**src/sv/nvt_pkg.sv**
```systemverilog
`default_nettype none
package nvt_pkg;

  localparam int unsigned ENTRIES_DEF     = 16;
  localparam int unsigned VALUE_WORDS_DEF = 4;
  localparam int unsigned KEY_BYTES_DEF   = 8;

  localparam int unsigned SHOWN_WORDS = 4;
  localparam int unsigned QUEUE_DEPTH = 2;

  typedef enum logic [2:0] {
    FUNC_ADD  = 3'd0,
    FUNC_DEL  = 3'd1,
    FUNC_GET  = 3'd2,
    FUNC_SET  = 3'd3,
    FUNC_SIZE = 3'd4
  } func_e;

  typedef enum logic [2:0] {
    ST_OK      = 3'd0,
    ST_NAME    = 3'd1,
    ST_LEN     = 3'd2,
    ST_NOVAL   = 3'd3,
    ST_NOTINIT = 3'd4,
    ST_FULL    = 3'd5
  } status_e;

  // classified command between front and back
  typedef struct packed {
    logic [2:0]  func;
    logic [63:0] entry_key;
    logic [3:0]  value_length;
    logic        len_bad;
    logic [15:0] word0;
    logic [15:0] word1;
    logic [15:0] word2;
    logic [15:0] word3;
  } cmd_t;

endpackage
`default_nettype wire

```
**src/sv/named_value_table.sv**
```systemverilog
// A command passes the front queue, a key scan over all ENTRIES entries, an
// execute step and the result register, entered once that is free; a set
// adds a walk over the stored words of the hit entry before the result.
// The back takes a new command only when idle, paced by the key scan at one
// table entry per cycle; the front queue takes two items ahead.
// Reset: asynchronous, clears all valid bits, queue and result register.
`default_nettype none
module named_value_table #(
  parameter int unsigned ENTRIES     = nvt_pkg::ENTRIES_DEF,
  parameter int unsigned VALUE_WORDS = nvt_pkg::VALUE_WORDS_DEF,
  parameter int unsigned KEY_BYTES   = nvt_pkg::KEY_BYTES_DEF
) (
  input  wire logic        clk_i,
  input  wire logic        rst_ni,
  input  wire logic        in_valid,
  output logic             in_ready,
  input  wire logic [2:0]  func_i,
  input  wire logic [63:0] entry_key_i,
  input  wire logic [3:0]  value_length_i,
  input  wire logic [15:0] in_word0_i,
  input  wire logic [15:0] in_word1_i,
  input  wire logic [15:0] in_word2_i,
  input  wire logic [15:0] in_word3_i,
  output logic             out_valid,
  input  wire logic        out_ready,
  output logic [2:0]       status_o,
  output logic [15:0]      out_word0_o,
  output logic [15:0]      out_word1_o,
  output logic [15:0]      out_word2_o,
  output logic [15:0]      out_word3_o,
  output logic             value_changed_o,
  output logic [4:0]       entry_count_o,
  output logic [7:0]       total_bytes_o
);

  logic          cmd_valid, cmd_ready;
  nvt_pkg::cmd_t cmd;

  nvt_front #(.VALUE_WORDS(VALUE_WORDS), .KEY_BYTES(KEY_BYTES)) u_front (
    .clk_i, .rst_ni, .in_valid, .in_ready, .func_i, .entry_key_i,
    .value_length_i, .in_word0_i, .in_word1_i, .in_word2_i, .in_word3_i,
    .cmd_valid_o(cmd_valid), .cmd_ready_i(cmd_ready), .cmd_o(cmd)
  );

  nvt_back #(.ENTRIES(ENTRIES), .VALUE_WORDS(VALUE_WORDS)) u_back (
    .clk_i, .rst_ni, .cmd_valid_i(cmd_valid), .cmd_ready_o(cmd_ready),
    .cmd_i(cmd), .out_valid, .out_ready, .status_o, .out_word0_o,
    .out_word1_o, .out_word2_o, .out_word3_o, .value_changed_o,
    .entry_count_o, .total_bytes_o
  );

endmodule
`default_nettype wire

```
**src/sv/nvt_front.sv**
```systemverilog
`default_nettype none
module nvt_front #(
  parameter int unsigned VALUE_WORDS = nvt_pkg::VALUE_WORDS_DEF,
  parameter int unsigned KEY_BYTES   = nvt_pkg::KEY_BYTES_DEF
) (
  input  wire logic         clk_i,
  input  wire logic         rst_ni,
  input  wire logic         in_valid,
  output logic              in_ready,
  input  wire logic [2:0]   func_i,
  input  wire logic [63:0]  entry_key_i,
  input  wire logic [3:0]   value_length_i,
  input  wire logic [15:0]  in_word0_i,
  input  wire logic [15:0]  in_word1_i,
  input  wire logic [15:0]  in_word2_i,
  input  wire logic [15:0]  in_word3_i,
  output logic              cmd_valid_o,
  input  wire logic         cmd_ready_i,
  output nvt_pkg::cmd_t     cmd_o
);

  localparam int unsigned KEY_BITS = 8 * KEY_BYTES;
  localparam int unsigned PTR_W    = $clog2(nvt_pkg::QUEUE_DEPTH);

  nvt_pkg::cmd_t            queue_q [nvt_pkg::QUEUE_DEPTH];
  logic [PTR_W-1:0]         wr_ptr_q, rd_ptr_q;
  logic [PTR_W:0]           fill_q;
  nvt_pkg::cmd_t            cmd_in;
  logic [63:0]              key_mask;
  logic                     push, pop;

  assign key_mask = {64{1'b1}} >> (64 - KEY_BITS);

  always_comb begin
    cmd_in              = '0;
    cmd_in.func         = func_i;
    cmd_in.entry_key    = entry_key_i & key_mask;
    cmd_in.value_length = value_length_i;
    cmd_in.len_bad      = {1'b0, value_length_i} > 5'(VALUE_WORDS);
    cmd_in.word0        = in_word0_i;
    cmd_in.word1        = (VALUE_WORDS > 1) ? in_word1_i : '0;
    cmd_in.word2        = (VALUE_WORDS > 2) ? in_word2_i : '0;
    cmd_in.word3        = (VALUE_WORDS > 3) ? in_word3_i : '0;
  end

  assign in_ready    = fill_q != (PTR_W+1)'(nvt_pkg::QUEUE_DEPTH);
  assign push        = in_valid && in_ready;
  assign cmd_valid_o = fill_q != '0;
  assign pop         = cmd_valid_o && cmd_ready_i;
  assign cmd_o       = queue_q[rd_ptr_q];

  always_ff @(posedge clk_i) begin
    if (push) queue_q[wr_ptr_q] <= cmd_in;
  end

  always_ff @(posedge clk_i or negedge rst_ni) begin
    if (!rst_ni) begin
      wr_ptr_q <= '0;
      rd_ptr_q <= '0;
      fill_q   <= '0;
    end else begin
      if (push) wr_ptr_q <= wr_ptr_q + 1'b1;
      if (pop)  rd_ptr_q <= rd_ptr_q + 1'b1;
      fill_q <= fill_q + (PTR_W+1)'(push) - (PTR_W+1)'(pop);
    end
  end

  a_fill_bound: assert property (@(posedge clk_i) disable iff (!rst_ni)
    fill_q <= (PTR_W+1)'(nvt_pkg::QUEUE_DEPTH)) else $error("queue overfill");
  a_no_push_full: assert property (@(posedge clk_i) disable iff (!rst_ni)
    !in_ready |-> !push) else $error("push while full");
  a_fill_track: assert property (@(posedge clk_i) disable iff (!rst_ni)
    (push && !pop) |=> fill_q == $past(fill_q) + 1'b1) else $error("fill slip");

endmodule
`default_nettype wire

```
**src/sv/nvt_back.sv**
```systemverilog
`default_nettype none
module nvt_back #(
  parameter int unsigned ENTRIES     = nvt_pkg::ENTRIES_DEF,
  parameter int unsigned VALUE_WORDS = nvt_pkg::VALUE_WORDS_DEF
) (
  input  wire logic         clk_i,
  input  wire logic         rst_ni,
  input  wire logic         cmd_valid_i,
  output logic              cmd_ready_o,
  input  wire nvt_pkg::cmd_t cmd_i,
  output logic              out_valid,
  input  wire logic         out_ready,
  output logic [2:0]        status_o,
  output logic [15:0]       out_word0_o,
  output logic [15:0]       out_word1_o,
  output logic [15:0]       out_word2_o,
  output logic [15:0]       out_word3_o,
  output logic              value_changed_o,
  output logic [4:0]        entry_count_o,
  output logic [7:0]        total_bytes_o
);

  localparam int unsigned IDX_W  = (ENTRIES > 1) ? $clog2(ENTRIES) : 1;
  localparam int unsigned CNT_W  = $clog2(ENTRIES + 1);
  localparam int unsigned LEN_W  = $clog2(VALUE_WORDS + 1);
  localparam int unsigned WIDX_W = (VALUE_WORDS > 1) ? $clog2(VALUE_WORDS) : 1;
  localparam int unsigned BYTE_W = $clog2(2 * VALUE_WORDS * ENTRIES + 1);
  localparam int unsigned SHOWN  =
    (VALUE_WORDS < nvt_pkg::SHOWN_WORDS) ? VALUE_WORDS : nvt_pkg::SHOWN_WORDS;

  typedef enum logic [3:0] {
    S_IDLE = 4'b0001,
    S_SCAN = 4'b0010,
    S_EXEC = 4'b0100,
    S_WORD = 4'b1000
  } state_e;

  state_e              state_q;
  logic [ENTRIES-1:0]  valid_q;
  logic [63:0]         keys_q [ENTRIES];
  logic [LEN_W-1:0]    lens_q [ENTRIES];
  logic [15:0]         words_q [ENTRIES][VALUE_WORDS];

  nvt_pkg::cmd_t       cmd_q;
  logic [CNT_W-1:0]    idx_q;
  logic                hit_q, free_found_q;
  logic [IDX_W-1:0]    hit_idx_q, free_idx_q;
  logic [CNT_W-1:0]    cnt_q;
  logic [BYTE_W-1:0]   bytes_q;
  logic [WIDX_W:0]     widx_q;
  logic                changed_q;

  logic                res_full_q;
  logic [2:0]          status_q;
  logic [15:0]         ow_q [nvt_pkg::SHOWN_WORDS];
  logic                chg_out_q;
  logic [4:0]          cnt_out_q;
  logic [7:0]          bytes_out_q;

  logic [IDX_W-1:0]    scan_idx, hit_i;
  logic [15:0]         new_word;
  logic [WIDX_W-1:0]   wsel;
  logic                take, finish, res_free, walk_done;
  logic [2:0]          fin_status;

  assign scan_idx    = idx_q[IDX_W-1:0];
  assign hit_i       = hit_idx_q;
  assign wsel        = widx_q[WIDX_W-1:0];
  assign cmd_ready_o = (state_q == S_IDLE);
  assign take        = cmd_valid_i && cmd_ready_o;
  // the result register is free when empty or emptied at this edge
  assign res_free    = !res_full_q || (out_valid && out_ready);
  assign walk_done   = widx_q >= (WIDX_W+1)'(lens_q[hit_i]);

  always_comb begin
    case (widx_q)
      0:       new_word = cmd_q.word0;
      1:       new_word = cmd_q.word1;
      2:       new_word = cmd_q.word2;
      3:       new_word = cmd_q.word3;
      default: new_word = '0;
    endcase
  end

  always_comb begin
    fin_status = nvt_pkg::ST_OK;
    case (cmd_q.func)
      nvt_pkg::FUNC_ADD:
        if (hit_q) fin_status = nvt_pkg::ST_NAME;
        else if (cmd_q.len_bad) fin_status = nvt_pkg::ST_LEN;
        else if (!free_found_q) fin_status = nvt_pkg::ST_FULL;
      nvt_pkg::FUNC_DEL:
        if (cnt_q == '0) fin_status = nvt_pkg::ST_NOVAL;
        else if (!hit_q) fin_status = nvt_pkg::ST_NAME;
      nvt_pkg::FUNC_GET, nvt_pkg::FUNC_SET:
        if (!hit_q) fin_status = nvt_pkg::ST_NAME;
      nvt_pkg::FUNC_SIZE:
        if (cnt_q == '0) fin_status = nvt_pkg::ST_NOTINIT;
      default: fin_status = nvt_pkg::ST_OK;
    endcase
  end

  // finish the transaction at EXEC, or once the set word walk is done;
  // hold until the result register is free
  assign finish = res_free &&
                  ((state_q == S_EXEC &&
                    !(cmd_q.func == nvt_pkg::FUNC_SET && hit_q)) ||
                   (state_q == S_WORD && walk_done));

  always_ff @(posedge clk_i) begin
    if (take) cmd_q <= cmd_i;
    if (state_q == S_EXEC && cmd_q.func == nvt_pkg::FUNC_ADD && !hit_q &&
        !cmd_q.len_bad && free_found_q) begin
      keys_q[free_idx_q] <= cmd_q.entry_key;
      lens_q[free_idx_q] <= LEN_W'(cmd_q.value_length);
      for (int i = 0; i < SHOWN; i++) begin
        if (i < cmd_q.value_length) begin
          case (i)
            0:       words_q[free_idx_q][i] <= cmd_q.word0;
            1:       words_q[free_idx_q][i] <= cmd_q.word1;
            2:       words_q[free_idx_q][i] <= cmd_q.word2;
            default: words_q[free_idx_q][i] <= cmd_q.word3;
          endcase
        end
      end
      for (int i = SHOWN; i < VALUE_WORDS; i++) begin
        if (i < cmd_q.value_length) words_q[free_idx_q][i] <= '0;
      end
    end
    if (state_q == S_WORD && !walk_done)
      words_q[hit_i][wsel] <= new_word;
    if (finish) begin
      status_q    <= fin_status;
      chg_out_q   <= 1'b0;
      cnt_out_q   <= '0;
      bytes_out_q <= '0;
      for (int i = 0; i < nvt_pkg::SHOWN_WORDS; i++) ow_q[i] <= '0;
      if (cmd_q.func == nvt_pkg::FUNC_GET && hit_q) begin
        for (int i = 0; i < SHOWN; i++) begin
          if (i < lens_q[hit_i]) ow_q[i] <= words_q[hit_i][i];
        end
      end
      if (cmd_q.func == nvt_pkg::FUNC_SET && hit_q) chg_out_q <= changed_q;
      if (cmd_q.func == nvt_pkg::FUNC_SIZE) begin
        cnt_out_q   <= 5'(cnt_q);
        bytes_out_q <= 8'(bytes_q);
      end
    end
  end

  always_ff @(posedge clk_i or negedge rst_ni) begin
    if (!rst_ni) begin
      state_q      <= S_IDLE;
      valid_q      <= '0;
      idx_q        <= '0;
      hit_q        <= 1'b0;
      free_found_q <= 1'b0;
      hit_idx_q    <= '0;
      free_idx_q   <= '0;
      cnt_q        <= '0;
      bytes_q      <= '0;
      widx_q       <= '0;
      changed_q    <= 1'b0;
      res_full_q   <= 1'b0;
    end else begin
      if (out_valid && out_ready) res_full_q <= 1'b0;
      case (state_q)
        S_IDLE: begin
          if (take) begin
            state_q      <= S_SCAN;
            idx_q        <= '0;
            hit_q        <= 1'b0;
            free_found_q <= 1'b0;
            cnt_q        <= '0;
            bytes_q      <= '0;
          end
        end
        S_SCAN: begin
          // one entry per cycle: match, first free slot, count and bytes
          if (valid_q[scan_idx]) begin
            cnt_q   <= cnt_q + 1'b1;
            bytes_q <= bytes_q + BYTE_W'({lens_q[scan_idx], 1'b0});
            if (!hit_q && keys_q[scan_idx] == cmd_q.entry_key) begin
              hit_q     <= 1'b1;
              hit_idx_q <= scan_idx;
            end
          end else if (!free_found_q) begin
            free_found_q <= 1'b1;
            free_idx_q   <= scan_idx;
          end
          idx_q <= idx_q + 1'b1;
          if (idx_q == CNT_W'(ENTRIES - 1)) state_q <= S_EXEC;
        end
        S_EXEC: begin
          if (cmd_q.func == nvt_pkg::FUNC_ADD && !hit_q && !cmd_q.len_bad &&
              free_found_q)
            valid_q[free_idx_q] <= 1'b1;
          if (cmd_q.func == nvt_pkg::FUNC_DEL && hit_q)
            valid_q[hit_idx_q] <= 1'b0;
          if (cmd_q.func == nvt_pkg::FUNC_SET && hit_q) begin
            state_q   <= S_WORD;
            widx_q    <= '0;
            changed_q <= 1'b0;
          end else if (finish) begin
            state_q    <= S_IDLE;
            res_full_q <= 1'b1;
          end
        end
        S_WORD: begin
          if (!walk_done) begin
            if (words_q[hit_i][wsel] != new_word) changed_q <= 1'b1;
            widx_q <= widx_q + 1'b1;
          end else if (finish) begin
            state_q    <= S_IDLE;
            res_full_q <= 1'b1;
          end
        end
        default: state_q <= S_IDLE;
      endcase
    end
  end

  assign out_valid       = res_full_q;
  assign status_o        = status_q;
  assign out_word0_o     = ow_q[0];
  assign out_word1_o     = ow_q[1];
  assign out_word2_o     = ow_q[2];
  assign out_word3_o     = ow_q[3];
  assign value_changed_o = chg_out_q;
  assign entry_count_o   = cnt_out_q;
  assign total_bytes_o   = bytes_out_q;

  a_onehot: assert property (@(posedge clk_i) disable iff (!rst_ni)
    $onehot(state_q)) else $error("state not one-hot");
  a_no_take_busy: assert property (@(posedge clk_i) disable iff (!rst_ni)
    (state_q != S_IDLE) |-> !cmd_ready_o) else $error("command taken while busy");
  a_result_hold: assert property (@(posedge clk_i) disable iff (!rst_ni)
    (out_valid && !out_ready) |=> out_valid && $stable(status_q))
    else $error("result lost");

endmodule
`default_nettype wire

```
**config.mk**
```make
export PLATFORM = sky130hd
export DESIGN_NAME = named_value_table
export DESIGN_NICKNAME = d
export VERILOG_FILES = /design/src/sv/nvt_pkg.sv /design/src/sv/named_value_table.sv /design/src/sv/nvt_front.sv /design/src/sv/nvt_back.sv
export SDC_FILE = /design/constraint.sdc
export NUM_CORES = 2
export LEC_CHECK = 0
export ABC_AREA = 1
export BUFFER_PORTS_ARGS = -buffer_cell sky130_fd_sc_hd__buf_2
export CORE_ASPECT_RATIO = 1.1
export CORE_MARGIN = 3
export CORE_UTILIZATION = 25
export CTS_BUF_LIST = sky130_fd_sc_hd__clkbuf_2 sky130_fd_sc_hd__clkbuf_4 sky130_fd_sc_hd__clkbuf_8
export CTS_CLUSTER_DIAMETER = 50
export DETAILED_ROUTE_END_ITERATION = 10
export GPL_ROUTABILITY_DRIVEN = 0
export GPL_TIMING_DRIVEN = 0
export HOLD_SLACK_MARGIN = 0.05
export PLACE_DENSITY_LB_ADDON = 0.2
export SYNTH_ARGS = -nofsm -noshare
export SYNTH_HDL_FRONTEND = slang
export SYNTH_SLANG_ARGS = --single-unit
```
**constraint.sdc**
```tcl
create_clock -name clk_i -period 9.4 [get_ports clk_i]
set_input_delay 1.88 -clock clk_i [delete_from_list [all_inputs] [get_ports clk_i]]
set_output_delay 1.88 -clock clk_i [all_outputs]
set_load 0.02 [all_outputs]
```
==> flow_summary.json <==
{
  "outcome": "finished with violations",
  "violations": "capacitance limit, slew limit",
  "max_freq_ghz": 0.128,
  "area_growth_pct": 20.0,
  "die_area_um2": 434000,
  "grt_pass1_vias": 71531,
  "floorplan.initialDensity_pct": 25.2,
  "cts_resized": 0,
  "root_buffer": "clkbuf_8",
  "final_net_count": 9790,
  "syn_area_um2": 106000,
  "dp_cells": 14858,
  "yosysMostFrequentCell": "nand2_1",
  "stdcell_count": 15674,
  "die_x_um": 628,
  "ys_seq_area_share_pct": 74.2,
  "row_count": 250,
  "syn_avg_cell_area_um2": 12.1,
  "synth_area_leaders": "edfxtp_1, nand2_1, nor2_1",
  "max_slew.worst_pin.slew_ns": 1.55,
  "synth_edf_count": 2584,
  "yosysTopAreaCell": "edfxtp_1",
  "fin_tns_setup_ns": 0,
  "dp_hpwl_mm": 322,
  "drt-pass1-iter-count": 7,
  "clkSinkCount": 2640,
  "numCtsBuffers": 443,
  "overflow": 0,
  "path_class": "reg -> reg",
  "drt_wl_total_mm": 450,
  "hold_class": "reg -> reg",
  "ant_nets": 0,
  "period_share_pct": 83.3,
  "hold-path-cell-count": 1,
  "rsz0062_at_grt": "no",
  "drv_slew": 22,
  "p_leak_nw": 45.7,
  "start_kind": "flop",
  "min_period_ns": 7.83,
  "first_iter_violations": 8140,
  "layout-drive-gt1-share_pct": 15.8,
  "via_per_inst": 4.76,
  "clock_path_buffers": 4,
  "end_kind": "flop",
  "yosys_warnings": 0,
  "p_per_area_nw_per_um2": 260,
  "synth_flop_cell": "edfxtp_1",
  "grt_max_degree": 117,
  "clk_latency_ns": 1.19,
  "synth_top_area_share_pct": 72.9,
  "holdBufCountCts": 0,
  "die_h_um": 690,
  "io_buffers": 220,
  "synth_seq_cells": 2640,
  "fin_skew_ns": 0.126,
  "post_cts_buffers": 0,
  "slew_headroom_pct": -3.04,
  "setup_violations": 0,
  "routedWlPerCell_um": 28.7,
  "core_um2": 423000,
  "cts_tree": "built",
  "globalRouteTotalUtil_pct": 20.0,
  "reg2reg_slack_ns": 1.57,
  "htreeDepth": 5,
  "vias": 74601,
  "syn-instance-count": 8790,
  "drc": 0,
  "required_ns": 10.13,
  "rr_worst_depth": 19,
  "synth_fp_nets": 8947,
  "synth.distinct_cells": 51,
  "antenna_found_initial": 42,
  "yosys-top-cells-count": "nand2_1, edfxtp_1, nor2_1, o21ai_0, nand3_1",
  "clkTransAtPathRegs_ns": 0.06,
  "cap_violations": 2,
  "crit_arrival_ns": 8.56,
  "hold_viol": 0,
  "vdd_drop_max_uv": 252,
  "crit_fanout": 16,
  "grt_pass1_wl_mm": 604,
  "async_flop_share_pct": 2.12,
  "io_pins": 222
}
==> cell families (layout without fill, tap and decap cells) <==
family                     Yosys count  in the layout  share of synthesized area [%]
other                                1             12                        0.00352
adders and majority gates           18             18                          0.219
AOI/OAI and AO/OA                 1086           1086                           5.71
muxes                              136            136                           1.44
xor gates and xnor gates             7              7                         0.0576
DFF                               2640           2640                           74.2
and+or+nand+nor                   4162           4162                           15.2
buffers and inverters              740           1943                           3.12
==> layout make-up <==
class	instances	area (um2)
tap	5670	7090
buffer	452	2250
fill	42871	295000
clock inverter	215	1440
antenna	11	27.5
sequential	2640	79000
clock buffer	590	7210
timing repair buffer	398	4710
multi-input combinational	5410	24900
inverter	288	1100
==> final timing paths <==
kind / endpoint / start
worst max-delay path: u_back.words_q[1][61] / u_back.hit_i[3]
worst min-delay path: u_back.valid_q[4] / u_back.valid_q[4]
worst max register to register: u_back.words_q[1][61] / u_back.hit_i[3]
worst min register to register: u_back.valid_q[4] / u_back.valid_q[4]
max in group asynchronous: u_back.valid_q[8] / rst_ni
min in group asynchronous: u_back.cnt_q[4] / rst_ni
==> worst max-delay path: stages, from the launching register on <==
cell and delay [ns]:
dfrtp_1 0.35, buf_2 0.18, nor2_1 0.91, buf_2 0.70, buf_1 1.14, nand2_1 0.14, nand4_1 0.35, ha_1 0.30
nand3_1 0.08, o211ai_1 0.22, nor2_2 0.39, nand2_1 0.23, nand4_2 0.22, buf_4 0.24, nand2_1 0.07, o21ai_0 0.19
inv_1 0.11, nor2_1 0.26, nand2_1 0.36, nor2_4 0.87
==> per-layer routing <==
metal / track usage [%] / vias up / wire (um)
met4: 9.52 / 8 / 24900
met1: 25.0 / 37777 / 177000
met5: 0 / - / 49
met2: 33.6 / 3541 / 215000
li1: - / 32394 / -
met3: 3.32 / 881 / 33300
==> layout by cell type (no fill, tap or decap), drive strengths merged, types with 6 or more instances in the layout <==
cell type  instances
o221ai             7
a32oi              6
edfxtp          2584
nor3              17
nand3            316
dfrtp             55
nor2            1052
o211ai           130
bufinv            12
nand4             19
o22ai            115
o21ai            730
clkinv           181
a22oi             24
ha                17
buf              629
clkbuf           811
o21a               6
nand2           2746
inv              298
clkinvlp          12
nand3b             8
diode             11
a21oi             56
mux2             136
==> stage by stage <==
stage               setup slack (ns)  power [W]  utilization, %  area [um2]  hold slack [ns]
floorplan                       1.12     0.0189               -      106000            0.459
global placement               -3.63     0.0226            27.1      115000            0.472
detailed placement              1.88     0.0231            28.2      119000            0.475
CTS                             1.79     0.0333            30.2      128000            0.489
global route                    1.36     0.0343            30.2      128000            0.518
finish                          1.57     0.0332            30.2      128000            0.490
==> flip-flops by register name (all words and copies together) (netlist names), 7 cells and up <==
register and count:
u_back.words_q 1024, u_back.cmd_q 136, u_back.ow_q 64, u_back.bytes_q 7, u_front.queue_q 272, u_back.lens_q 48, u_back.total_bytes_o 7, u_back.valid_q 16
u_back.keys_q 1024
==> power breakdown <==
group	switching (W)	internal, W
Sequential	0.00110	0.0150
Clock	0.00494	0.00534
Combinational	0.00494	0.00180
Total	0.0110	0.0222
(Power assumes the default switching activity.)
